==> config.mk <==
export PLATFORM = sky130hd
export DESIGN_NAME = ppm_frame_decoder_flat
export DESIGN_NICKNAME = d
export VERILOG_FILES = /design/src/rtl/ppmd_pkg.sv /design/src/rtl/ppmd_in_if.sv /design/src/rtl/ppmd_out_if.sv /design/src/rtl/ppmd_ram.sv /design/src/rtl/ppm_frame_decoder.sv /design/src/flat_wrapper.sv
export SDC_FILE = /design/constraint.sdc
export NUM_CORES = 1
export LEC_CHECK = 0
export BUFFER_PORTS_ARGS = -buffer_cell sky130_fd_sc_hd__buf_2
export CORE_AREA = 4 4 359 255
export DETAILED_ROUTE_END_ITERATION = 6
export DIE_AREA = 0 0 363 259
export GPL_ROUTABILITY_DRIVEN = 0
export PLACE_DENSITY = 0.7
export SETUP_SLACK_MARGIN = 0.4
export SYNTH_ARGS = -nofsm -noshare
export SYNTH_HDL_FRONTEND = slang
export SYNTH_HIERARCHICAL = 1
export SYNTH_SLANG_ARGS = --single-unit
export TNS_END_PERCENT = 30
==> constraint.sdc <==
create_clock -name clk -period 5.45 [get_ports clk]
set_input_delay 0.545 -clock clk [delete_from_list [all_inputs] [get_ports clk]]
set_output_delay 0.545 -clock clk [all_outputs]
set_load 0.05 [all_outputs]
==> src/rtl/ppmd_pkg.sv <==
// Package for the PPM frame decoder: opcodes, register indexes, read status
// codes, table entry encoding and configuration reset values.
// No dependencies.
package ppmd_pkg;

  typedef enum logic [1:0] {
    OP_EDGE,
    OP_OVERFLOW,
    OP_TICK,
    OP_READ
  } ppmd_op_t;

  typedef enum logic [2:0] {
    REG_CAPTURE_INPUT_COUNT,
    REG_SYNC_GAP_MIN,
    REG_PULSE_MIN,
    REG_PULSE_MAX,
    REG_STABLE_FRAMES,
    REG_MIN_CHANNEL_COUNT,
    REG_SUPERVISOR_DIVIDE
  } ppmd_reg_t;

  localparam logic [1:0] ST_VALID     = 2'd0;
  localparam logic [1:0] ST_TIMEOUT   = 2'd1;
  localparam logic [1:0] ST_BAD_INDEX = 2'd2;

  localparam int unsigned ENTRY_W = 17;
  localparam logic [16:0] ENTRY_ZERO    = 17'h00000;
  localparam logic [16:0] ENTRY_TIMEOUT = 17'h10000;

  localparam logic [5:0] SIZE_NONE = 6'h3f;

  localparam logic [3:0]  RST_CAPTURE_INPUT_COUNT = 4'd1;
  localparam logic [15:0] RST_SYNC_GAP_MIN        = 16'd3800;
  localparam logic [15:0] RST_PULSE_MIN           = 16'd750;
  localparam logic [15:0] RST_PULSE_MAX           = 16'd2250;
  localparam logic [7:0]  RST_STABLE_FRAMES       = 8'd25;
  localparam logic [4:0]  RST_MIN_CHANNEL_COUNT   = 5'd4;
  localparam logic [7:0]  RST_SUPERVISOR_DIVIDE   = 8'd25;

endpackage

==> src/rtl/ppmd_in_if.sv <==
// Input channel of the PPM frame decoder: valid/ready handshake and item fields.
// No dependencies.
interface ppmd_in_if;
  logic        valid;
  logic        ready;
  logic [1:0]  opcode;
  logic [15:0] count;
  logic [7:0]  capture_input;
  logic [7:0]  read_channel;

  modport source (output valid, opcode, count, capture_input, read_channel, input ready);
  modport sink (input valid, opcode, count, capture_input, read_channel, output ready);
endinterface

==> src/rtl/ppmd_out_if.sv <==
// Result channel of the PPM frame decoder: valid/ready handshake and read result.
// No dependencies.
interface ppmd_out_if;
  logic        valid;
  logic        ready;
  logic [15:0] channel_value;
  logic [1:0]  read_status;

  modport source (output valid, channel_value, read_status, input ready);
  modport sink (input valid, channel_value, read_status, output ready);
endinterface

==> src/rtl/ppmd_ram.sv <==
// Generic single-clock RAM with one write port and one registered read port.
// No dependencies.
module ppmd_ram #(
  parameter int unsigned WIDTH = 17,
  parameter int unsigned DEPTH = 16
) (
  input  logic                     clk,
  input  logic                     we,
  input  logic [$clog2(DEPTH)-1:0] waddr,
  input  logic [WIDTH-1:0]         wdata,
  input  logic [$clog2(DEPTH)-1:0] raddr,
  output logic [WIDTH-1:0]         rdata
);

  logic [WIDTH-1:0] mem [DEPTH];

  always_ff @(posedge clk) begin
    if (we) begin
      mem[waddr] <= wdata;
    end
    rdata <= mem[raddr];
  end

endmodule

==> src/rtl/ppm_frame_decoder.sv <==
// Top level of the PPM frame decoder: frame tracking, locking and the two
// channel tables. Depends on ppmd_pkg, ppmd_in_if, ppmd_out_if and ppmd_ram.
//
// Channel   Direction  Handshake          Word
// items     in         valid/ready        opcode, count, capture_input, read_channel
// results   out        valid/ready        channel_value, read_status
// cfg       in         cfg_write strobe   cfg_index, cfg_data
//
// One item is in work at a time. An overflow item or a quiet supervisor tick stays
// in idle, an edge passes the timestamp, delta and eval states, a read the read and
// response states plus any wait for the result slot. A frame commit copies staging
// to the committed table, a read then a write state per entry; a timeout clearance
// writes one entry per cycle. The tables reset to zero through per-entry valid bits.
// A result waiting in the output register stalls only a following read.
module ppm_frame_decoder
  import ppmd_pkg::*;
#(
  parameter int unsigned MAX_CHANNELS = 16
) (
  input  logic        clk,
  input  logic        rst,
  input  logic        cfg_write,
  input  logic [2:0]  cfg_index,
  input  logic [15:0] cfg_data,
  ppmd_in_if.sink     items,
  ppmd_out_if.source  results
);

  localparam int unsigned IW = $clog2(MAX_CHANNELS);
  localparam logic [IW-1:0] LAST_IDX = IW'(MAX_CHANNELS - 1);
  localparam logic [6:0] MAX_CH7 = 7'(MAX_CHANNELS);

  typedef enum logic [3:0] {
    S_IDLE,
    S_EDGE_TS,
    S_EDGE_DELTA,
    S_EDGE_EVAL,
    S_COPY_RD,
    S_COPY_WR,
    S_CLEAR,
    S_READ,
    S_RESP
  } state_t;

  state_t state;

  logic [3:0]  capture_input_count;
  logic [15:0] sync_gap_min;
  logic [15:0] pulse_min;
  logic [15:0] pulse_max;
  logic [7:0]  stable_frames;
  logic [4:0]  min_channel_count;
  logic [7:0]  supervisor_divide;

  logic [31:0] overflow_accum;
  logic [31:0] last_edge_time;
  logic [5:0]  pulse_position;
  logic [5:0]  locked_channels;
  logic [5:0]  previous_frame_size;
  logic [7:0]  stable_count;
  logic        tracking_flag;
  logic        fresh_flag;
  logic [7:0]  supervisor_count;

  logic [15:0] count_r;
  logic [7:0]  read_channel_r;
  logic [31:0] now_r;
  logic [31:0] delta_r;
  logic [5:0]  commit_len;
  logic        clear_committed;
  logic [IW-1:0] sweep;
  logic        stg_rd_valid;

  logic [MAX_CHANNELS-1:0] stg_valid;
  logic [MAX_CHANNELS-1:0] cmt_valid;

  logic        out_valid;
  logic [15:0] out_value;
  logic [1:0]  out_status;

  logic                 stg_we;
  logic [IW-1:0]        stg_waddr;
  logic [ENTRY_W-1:0]   stg_wdata;
  logic [ENTRY_W-1:0]   stg_rdata;
  logic                 cmt_we;
  logic [ENTRY_W-1:0]   cmt_wdata;
  logic [ENTRY_W-1:0]   cmt_rdata;

  logic        accept;
  logic        sync_gap;
  logic        good_pulse;
  logic        lock_match;
  logic [5:0]  locked_next;
  logic        do_commit;
  logic [7:0]  supervisor_count_next;
  logic [IW-1:0] read_idx;
  logic        read_in_range;
  logic        out_free;

  assign items.ready = (state == S_IDLE);
  assign accept = items.valid && items.ready;

  assign results.valid = out_valid;
  assign results.channel_value = out_value;
  assign results.read_status = out_status;

  assign sync_gap = delta_r > {16'd0, sync_gap_min};
  assign good_pulse = (delta_r > {16'd0, pulse_min}) && (delta_r < {16'd0, pulse_max})
                      && ({1'b0, pulse_position} < MAX_CH7);
  assign lock_match = (pulse_position == previous_frame_size)
                      && (pulse_position >= {1'b0, min_channel_count})
                      && ({1'b0, pulse_position} <= MAX_CH7);
  assign locked_next = (lock_match && !(stable_count < stable_frames)) ? pulse_position
                                                                       : locked_channels;
  assign do_commit = tracking_flag && (pulse_position == locked_next);
  assign supervisor_count_next = supervisor_count + 8'd1;
  assign read_idx = read_channel_r[IW-1:0];
  assign read_in_range = read_channel_r < 8'(MAX_CHANNELS);
  assign out_free = !out_valid || results.ready;

  always_comb begin
    stg_we = 1'b0;
    stg_waddr = sweep;
    stg_wdata = ENTRY_TIMEOUT;
    cmt_we = 1'b0;
    cmt_wdata = ENTRY_TIMEOUT;
    unique case (state)
      S_EDGE_EVAL: begin
        if (!sync_gap && tracking_flag && good_pulse) begin
          stg_we = 1'b1;
          stg_waddr = pulse_position[IW-1:0];
          stg_wdata = {1'b0, delta_r[15:0]};
        end
      end
      S_COPY_WR: begin
        cmt_we = 1'b1;
        if (6'(sweep) < commit_len) begin
          cmt_wdata = stg_rd_valid ? stg_rdata : ENTRY_ZERO;
        end
      end
      S_CLEAR: begin
        stg_we = 1'b1;
        cmt_we = clear_committed;
      end
      default: begin
      end
    endcase
  end

  ppmd_ram #(.WIDTH(ENTRY_W), .DEPTH(MAX_CHANNELS)) u_staging (
    .clk   (clk),
    .we    (stg_we),
    .waddr (stg_waddr),
    .wdata (stg_wdata),
    .raddr (sweep),
    .rdata (stg_rdata)
  );

  ppmd_ram #(.WIDTH(ENTRY_W), .DEPTH(MAX_CHANNELS)) u_committed (
    .clk   (clk),
    .we    (cmt_we),
    .waddr (sweep),
    .wdata (cmt_wdata),
    .raddr (read_idx),
    .rdata (cmt_rdata)
  );

  always_ff @(posedge clk) begin
    if (rst) begin
      capture_input_count <= RST_CAPTURE_INPUT_COUNT;
      sync_gap_min <= RST_SYNC_GAP_MIN;
      pulse_min <= RST_PULSE_MIN;
      pulse_max <= RST_PULSE_MAX;
      stable_frames <= RST_STABLE_FRAMES;
      min_channel_count <= RST_MIN_CHANNEL_COUNT;
      supervisor_divide <= RST_SUPERVISOR_DIVIDE;
    end else if (cfg_write) begin
      unique case (ppmd_reg_t'(cfg_index))
        REG_CAPTURE_INPUT_COUNT: capture_input_count <= cfg_data[3:0];
        REG_SYNC_GAP_MIN:        sync_gap_min <= cfg_data;
        REG_PULSE_MIN:           pulse_min <= cfg_data;
        REG_PULSE_MAX:           pulse_max <= cfg_data;
        REG_STABLE_FRAMES:       stable_frames <= cfg_data[7:0];
        REG_MIN_CHANNEL_COUNT:   min_channel_count <= cfg_data[4:0];
        REG_SUPERVISOR_DIVIDE:   supervisor_divide <= cfg_data[7:0];
        default: begin
        end
      endcase
    end
  end

  always_ff @(posedge clk) begin
    now_r <= {16'd0, count_r} + overflow_accum;
    stg_rd_valid <= stg_valid[sweep];
    if (accept) begin
      count_r <= items.count;
      read_channel_r <= items.read_channel;
    end
    if (state == S_EDGE_DELTA) begin
      delta_r <= now_r - last_edge_time;
    end
    if (rst) begin
      state <= S_IDLE;
      overflow_accum <= 32'd0;
      last_edge_time <= 32'd0;
      pulse_position <= 6'd0;
      locked_channels <= SIZE_NONE;
      previous_frame_size <= SIZE_NONE;
      stable_count <= 8'd0;
      tracking_flag <= 1'b0;
      fresh_flag <= 1'b0;
      supervisor_count <= 8'd0;
      commit_len <= 6'd0;
      clear_committed <= 1'b0;
      sweep <= '0;
      stg_valid <= '0;
      cmt_valid <= '0;
      out_valid <= 1'b0;
    end else begin
      if (stg_we) begin
        stg_valid[stg_waddr] <= 1'b1;
      end
      if (cmt_we) begin
        cmt_valid[sweep] <= 1'b1;
      end
      if (out_valid && results.ready) begin
        out_valid <= 1'b0;
      end
      unique case (state)
        S_IDLE: begin
          sweep <= '0;
          if (accept) begin
            unique case (ppmd_op_t'(items.opcode))
              OP_EDGE: begin
                if (items.capture_input < {4'd0, capture_input_count}) begin
                  state <= S_EDGE_TS;
                end
              end
              OP_OVERFLOW: begin
                overflow_accum <= overflow_accum + {16'd0, items.count};
              end
              OP_TICK: begin
                if (supervisor_count_next < supervisor_divide) begin
                  supervisor_count <= supervisor_count_next;
                end else begin
                  supervisor_count <= 8'd0;
                  fresh_flag <= 1'b0;
                  if (!fresh_flag) begin
                    tracking_flag <= 1'b0;
                    clear_committed <= 1'b1;
                    state <= S_CLEAR;
                  end
                end
              end
              OP_READ: begin
                state <= S_READ;
              end
              default: begin
              end
            endcase
          end
        end
        S_EDGE_TS: begin
          state <= S_EDGE_DELTA;
        end
        S_EDGE_DELTA: begin
          last_edge_time <= now_r;
          state <= S_EDGE_EVAL;
        end
        S_EDGE_EVAL: begin
          state <= S_IDLE;
          if (sync_gap) begin
            if (lock_match) begin
              if (stable_count < stable_frames) begin
                stable_count <= stable_count + 8'd1;
              end
            end else begin
              stable_count <= 8'd0;
            end
            locked_channels <= locked_next;
            fresh_flag <= 1'b1;
            tracking_flag <= 1'b1;
            previous_frame_size <= pulse_position;
            pulse_position <= 6'd0;
            commit_len <= pulse_position;
            if (do_commit) begin
              state <= S_COPY_RD;
            end
          end else if (tracking_flag) begin
            if (good_pulse) begin
              pulse_position <= pulse_position + 6'd1;
            end else begin
              tracking_flag <= 1'b0;
              clear_committed <= 1'b0;
              state <= S_CLEAR;
            end
          end
        end
        S_COPY_RD: begin
          state <= S_COPY_WR;
        end
        S_COPY_WR: begin
          if (sweep == LAST_IDX) begin
            state <= S_IDLE;
          end else begin
            sweep <= sweep + 1'b1;
            state <= S_COPY_RD;
          end
        end
        S_CLEAR: begin
          if (sweep == LAST_IDX) begin
            state <= S_IDLE;
          end else begin
            sweep <= sweep + 1'b1;
          end
        end
        S_READ: begin
          state <= S_RESP;
        end
        S_RESP: begin
          if (out_free) begin
            out_valid <= 1'b1;
            state <= S_IDLE;
            if (!read_in_range) begin
              out_value <= 16'd0;
              out_status <= ST_BAD_INDEX;
            end else if (!cmt_valid[read_idx]) begin
              out_value <= 16'd0;
              out_status <= ST_VALID;
            end else if (cmt_rdata[16]) begin
              out_value <= 16'd0;
              out_status <= ST_TIMEOUT;
            end else begin
              out_value <= cmt_rdata[15:0];
              out_status <= ST_VALID;
            end
          end
        end
        default: begin
          state <= S_IDLE;
        end
      endcase
    end
  end

  a_status_zero_value: assert property (@(posedge clk) disable iff (rst)
    (results.valid && results.read_status != ST_VALID) |-> results.channel_value == 16'd0)
    else $error("non-valid read status with nonzero channel value");

  a_position_bound: assert property (@(posedge clk) disable iff (rst)
    {1'b0, pulse_position} <= MAX_CH7)
    else $error("pulse position beyond the channel table");

  a_timestamp_hold: assert property (@(posedge clk) disable iff (rst)
    (state != S_EDGE_DELTA) |=> $stable(last_edge_time))
    else $error("edge timestamp changed outside the delta step");

  a_committed_write: assert property (@(posedge clk) disable iff (rst)
    cmt_we |-> (state == S_COPY_WR || state == S_CLEAR))
    else $error("committed table written outside a sweep");

endmodule
==> src/flat_wrapper.sv <==
// flat-port wrapper written by rule: the top's interface ports become plain ports
module ppm_frame_decoder_flat import ppmd_pkg::*;
#(
  parameter int unsigned MAX_CHANNELS = 16
)
  (clk, rst, cfg_write, cfg_index, cfg_data, items_valid, items_opcode, items_count, items_capture_input, items_read_channel, items_ready, results_valid, results_channel_value, results_read_status, results_ready);
  ppmd_in_if items_i ();
  ppmd_out_if results_i ();
  input  logic clk;
  input  logic rst;
  input  logic cfg_write;
  input  logic [2:0] cfg_index;
  input  logic [15:0] cfg_data;
  input wire logic [$bits(items_i.valid)-1:0] items_valid;
  input wire logic [$bits(items_i.opcode)-1:0] items_opcode;
  input wire logic [$bits(items_i.count)-1:0] items_count;
  input wire logic [$bits(items_i.capture_input)-1:0] items_capture_input;
  input wire logic [$bits(items_i.read_channel)-1:0] items_read_channel;
  output wire logic [$bits(items_i.ready)-1:0] items_ready;
  output wire logic [$bits(results_i.valid)-1:0] results_valid;
  output wire logic [$bits(results_i.channel_value)-1:0] results_channel_value;
  output wire logic [$bits(results_i.read_status)-1:0] results_read_status;
  input wire logic [$bits(results_i.ready)-1:0] results_ready;
  assign items_i.valid = items_valid;
  assign items_i.opcode = items_opcode;
  assign items_i.count = items_count;
  assign items_i.capture_input = items_capture_input;
  assign items_i.read_channel = items_read_channel;
  assign items_ready = items_i.ready;
  assign results_valid = results_i.valid;
  assign results_channel_value = results_i.channel_value;
  assign results_read_status = results_i.read_status;
  assign results_i.ready = results_ready;
  ppm_frame_decoder #(.MAX_CHANNELS(MAX_CHANNELS)) u_core (.clk(clk), .rst(rst), .cfg_write(cfg_write), .cfg_index(cfg_index), .cfg_data(cfg_data), .items(items_i), .results(results_i));
endmodule
# After elaboration in Yosys (flattened, before gate mapping)
# Memories as Yosys holds them, arrays and structs flattened. A register that Yosys moved wholly into a read port is not among the register bits.
# Index checks and enable logic that the tools add are counted.
[classes]
n_addsub = 7
n_lt_le_gt_ge = 16
n_eq_ne = 36
muxes = 70
bitwise = 5
reduce_logical = 44
[ops]
columns = ["op", "count"]
rows = [
  ["$mux 17", 5],
  ["$gt 32x16->1", 2],
  ["$mux 4", 11],
  ["$pmux 4 s9", 1],
  ["$add 16x32->32", 1],
  ["$add 32x16->32", 1],
  ["$lt 32x16->1", 1],
  ["$or 16x16->16", 2],
  ["$sub 32x32->32", 1],
  ["$mux 1", 31],
  ["$mux 6", 4],
  ["$mux 8", 3],
  ["$reduce_and 2->1", 10],
  ["$add 8x1->8 const B", 2],
  ["$eq 4x3->1 const B", 4],
  ["$lt 8x8->1", 2],
  ["$ne 2x2->1 const B", 8],
  ["$lt 4x5->1 const B", 3],
  ["$reduce_and 3->1", 5],
  ["$eq 6x6->1", 2],
  ["$logic_and 1x1->1", 12],
  ["$pmux 4 s3", 1],
  ["$pmux 1 s2", 5],
  ["$reduce_and 5->1", 2],
  ["other kinds (36)", 59],
]
[totals]
regBits = 328
ram_bits = 544
in_bits = 58
wordCells = 211
n_memories = 2
[mem_list]
columns = ["name", "words", "word_bits", "read_ports", "rd_clocked_by_memory_dff", "wr", "line", "source"]
rows = [
  ["u_core.u_committed.mem", 16, 17, 1, 1, 1, "ppmd_ram.sv:15", "logic [WIDTH-1:0] mem [DEPTH];"],
  ["u_core.u_staging.mem", 16, 17, 1, 1, 1, "ppmd_ram.sv:15", ""],
]

# Depth between registers and ports, before layout
[logic_depth]
word_depth = 11
depth_mapped = 15

# Modules after synthesis
# Netlist, hierarchy kept.
[by_module_without_submodules]
columns = ["mod", "n_inst", "cells_each", "area_each_um2", "seq_area_each_um2"]
rows = [
  ["ppmd_ram", 2, 458, 10637.7, 8508.2],
  ["ppm_frame_decoder", 1, 1940, 17172.7, 7307.0],
]

# Worst setup path before layout
# Ideal clock, no wire load.
[synth_timing]
kind = "register -> register"
start = "register u_core.delta_r[15]"
end = "memory u_core.u_staging.mem[0][0], enable pin"
setup_time_ns = 0.412
arrival_time_ns = 4.340
t_required_ns = 5.038
setup_slack_ns = 0.698
stages_incl_launch_ff = 12
n_path_buf = 1
synth_period_minus_slack_ns = 4.752
cell_sequence = "edfxtp_1 -> ha_1 -> nand4_1 -> or2_2 -> or4_1 -> o31ai_1 -> and3_1 -> and3_1 -> buf_4 -> mux2_2 -> or3b_2 -> nor3_1"
[synth_rtl]
columns = ["item", "line", "source"]
rows = [
  ["start: declaration", "ppm_frame_decoder.sv:68", "logic [31:0] delta_r;"],
  ["start signal: assignment", "ppm_frame_decoder.sv:200", "delta_r <= now_r - last_edge_time;"],
  ["$gt 32x16->1, or another cell as far along", "ppm_frame_decoder.sv:107", "assign sync_gap = delta_r > {16'd0, sync_gap_min};"],
  ["$logic_not 1->1 / $logic_and 1x1->1 (equally long branches)", "ppm_frame_decoder.sv:129, ppm_frame_decoder.sv:108", ""],
  ["$logic_and 1x1->1, on equally long branches", "ppm_frame_decoder.sv:129, ppm_frame_decoder.sv:109", ""],
  ["$logic_and 1x1->1 *", "ppm_frame_decoder.sv:129", "if (!sync_gap && tracking_flag && good_pulse) begin"],
  ["$mux 4 *", "ppm_frame_decoder.sv:129", ""],
  ["$mux 4 *", "ppm_frame_decoder.sv:127", "unique case (state)"],
  ["via u_core.stg_waddr[2]", "ppm_frame_decoder.sv:82", "logic [IW-1:0] stg_waddr;"],
  ["end: declaration", "ppmd_ram.sv:15", ""],
]
# The timed path passes the listed nets; every way through them passes the cells marked *.

# Worst setup path in the final report
[layout_timing]
start = "register u_core.delta_r[9]"
end = "memory u_core.u_staging.mem[3][12], enable pin"
# Same word-level chain as after synthesis.

==> summary.txt <==
Floorplanning
  • Die area: approximately 94000 µm²
  • Die width: 363 µm
  • Initial core utilization: 43.8%
  • DIE HEIGHT: 259 µm
  • FP Rows: 91
  • Core Box Area: just under 90000 µm²
  • Io pins: 78

Yosys
  • Main synth FF type: edfxtp_1
  • Sequential fraction of the synthesis area: 63.3%
  • Async S/R FF share, synth: 0%
  • FF+latch count, synth: 906
  • Cell count after synthesis: 2856
  • Share of Yosys cell area claimed by the top area cell type: 48.3%
  • Post-synth net total: 3060
  • Synth cell types: 74
  • Ys Warns: 6
  • Top cells by area, synth: edfxtp_1 (48%), dfxtp_1 (15%), mux4_2 (8.2%), ha_1 (4.7%), nand2_1 (2.9%)
  • Mapped cell area: slightly below 40000 µm²
  • Post-synth top area cell: edfxtp_1
  • Syn Area/Cell: between 10 and 15 µm²
  • EDFF count, synth: ~620

Worst setup path
  • CP peak stage delay: 0.53 ns
  • Crit. End Element: flop
  • Critical-path cell list: ha_1, a21o_1, a21o_1, a21oi_1, o22ai_1, o31ai_1, and3_1, and3_1, inv_1, buf_4, mux2_2, or3b_2, nor2_2, buf_4
  • Kind of critical path: flop to flop
  • Max FO, Critical Path: 20
  • Cell family contributing the most delay on the critical path: simple AND/OR/NAND/NOR gates
  • Crit path buf inv count: 3
  • Crit path required time: ~5.8 ns
  • Worst Path Arrival: 4.95 ns
  • Crit path max-delay cell type: or3b_2
  • Worst Setup Start Kind: flop

GRT
  • Initial antenna violation count: 0
  • Number of global-route vias before repair: 22523
  • Global-route wire length before repair: 136000 µm
  • GR Overflow Total: 0
  • All-Layer GR Usage: 18.5%
  • Largest net degree at the start of global routing: 104

STA
  • Fmax: about 220 MHz
  • Layout Skew: 0.0592 ns
  • Least-Margin Pin Slew: 1.17 ns
  • Fin Setup TNS: 0 ns
  • Rel. slew slack: about 22%
  • Fin crit share: 85.2%
  • RSZ-0062 raised after global routing: false
  • Worst hold slack: 0.0703 ns
  • Final setup fails: 0
  • Final Max Slew Viols: 0
  • Fin crit period: 4.65 ns
  • Final Hold Viols: 0

CTS
  • CTS Hold Buffers Added: 0
  • Postcts setup bufs: 0
  • Worst skew pair latency: 0.66 ns
  • CTS tree: built
  • Num CTS Buffers: 86
  • H-tree depth: 3
  • Num Clock Sinks: 906
  • Post_cts resized: 0
  • Clk slew on worst S/H paths: 0.06 ns
  • Clk root buf: clkbuf_16
  • Longest Clk Path Bufs: 3

Cells and area
  • Register Area: 24300 µm²
  • Multi-input gate area: 13200 µm²
  • Share of cells above drive strength 1: 15.3%
  • # fillers: 7363
  • Fin nets: roughly 3200
  • Number of diodes: 0
  • Finished Layout Cells: around 4200
  • Design Area, Final: 43200 µm²
  • Layout area overhead: 12.4%

Route
  • Post-DRT Antenna Nets: 0
  • DRC: 0
  • DR iter-0 viols: 2458
  • Post-Route WL: 87400 µm
  • Pre-Repair DR Iteration Count: 5
  • DR vias: 23324
  • Avg Vias per Cell: between 5 and 6
  • WL/cell: 20.8 µm

Pwr
  • P per Cell Area: 348 nW/µm²
  • Leak Pwr: between 10 and 15 nW
  • VDD IR-drop max: 0.233 mV

Run
  • MaxCap Viol Count: 0

Hold path
  • Min-Delay Path Class: input port to flop

Run status
  • Status: finished, final reports clean

Placed design
  • Inst Count DP: 4044
  • Placed Area: 40400 µm²
  • Final HPWL DP: 56400 µm
  • I/O Buffers: 77
-- through the flow --
stage,setup WS (ns),power [W],utilization (%)
final,0.805,0.0150,49.2
after global routing,0.614,0.0156,49.2
after CTS,0.896,0.0151,49.2
after detailed placement,0.974,0.00914,46.0
after global placement,1.07,0.00911,46.0
after floorplan,0.698,0.00874,-
-- power breakdown --
| part | internal [W] | total [W] | switching, W |
|---|---|---|---|
| registers | 0.00748 | 0.00758 | 0.000101 |
| clock network | 0.00336 | 0.00602 | 0.00266 |
| logic | 0.000563 | 0.00143 | 0.000870 |
| total | 0.0114 | 0.0150 | 0.00363 |
-- flip-flops by register name, summed over array words and instances (netlist names), 16 cells and up --
name	count
u_core/sync_gap_min	16
u_core/stg_valid	16
u_core/results.channel_value	16
u_core/pulse_max	16
u_core/u_committed/rdata	17
u_core/count_r	16
u_core/u_staging/mem	272
u_core/overflow_accum	32
u_core/u_committed/mem	272
u_core/pulse_min	16
u_core/last_edge_time	32
u_core/cmt_valid	16
u_core/delta_r	32
u_core/u_staging/rdata	17
u_core/now_r	32
-- synth_stat cells, drive strengths merged (5+ instances only) --
cell / n
a2111oi: 5
a211o: 30
a211oi: 17
a21boi: 5
a21o: 51
a21oi: 220
a22oi: 72
a31oi: 13
and2: 57
and3: 17
buf: 34
clkbuf: 81
dfxtp: 288
edfxtp: 618
ha: 143
inv: 143
mux2i: 14
mux4: 146
nand2: 297
nand2b: 27
nand3: 33
nand3b: 18
nand4: 26
nor2: 180
nor2b: 30
nor3: 38
nor4: 7
o21a: 15
o21ai: 56
o21bai: 6
o31ai: 6
or3: 14
xnor2: 59
xor2: 34
-- area by class of cell --
type,count,area share [%]
flip-flops and latches,906,56.3
multi-input cells,1691,30.4
clock buffers,111,5.38
well taps,1162,3.36
repair buffers,141,2.02
clock inverters,49,1.29
inverters,144,1.25
-- placed cells by master, fill, tap and decap left out, types with 13 or more instances in the layout --
master / instances
nor2_1: 156
o21ai_0: 54
nand4_1: 26
or3_1: 14
nor3_1: 30
clkbuf_16: 86
edfxtp_1: 618
buf_4: 64
a211oi_1: 16
a211o_1: 30
and3_1: 17
nand3_1: 33
nand3b_1: 18
o21a_1: 15
nor2b_1: 30
a21o_1: 51
a22oi_1: 72
a21oi_1: 216
and2_1: 56
clkbuf_1: 17
xnor2_1: 59
a31oi_1: 13
mux4_2: 140
ha_1: 143
mux2i_1: 14
nand2b_1: 27
dfxtp_1: 286
inv_1: 142
nand2_1: 297
buf_2: 76
xor2_1: 34
nor2_2: 24
-- routing by layer --
metal  vias up  global-route usage [%]  share of wire (%)
met1     11545                    27.8                 47
met5         -                       0                  0
li1      10841                       -                  -
met4         0                    4.01                1.6
met2       839                    26.6                 42
met3        99                    5.46                9.2
-- cells by family after synthesis --
| family | synth area share, % |
|---|---|
| flip-flops | 63.3 |
| AND/OR/NAND/NOR | 9.18 |
| AO/OA/AOI/OAI | 8.80 |
| buffers and inverters | 2.80 |
| multiplexers | 9.03 |
| adder cells (fa/ha/maj) | 4.81 |
| XOR/XNOR | 2.12 |
-- final timing paths --
kind | startpoint | endpoint | slack (ns) | cells past startpoint
max | u_core/delta_r[9] | u_core/u_staging/mem[3][12] | 0.80 | 14
min | items_read_channel[4] | u_core/read_channel_r[4] | 0.07 | 1
max reg2reg | u_core/delta_r[9] | u_core/u_staging/mem[3][12] | 0.80 | 14
min reg2reg | u_core/now_r[0] | u_core/last_edge_time[0] | 0.45 | 2
Power figures use the tool's default switching activity.
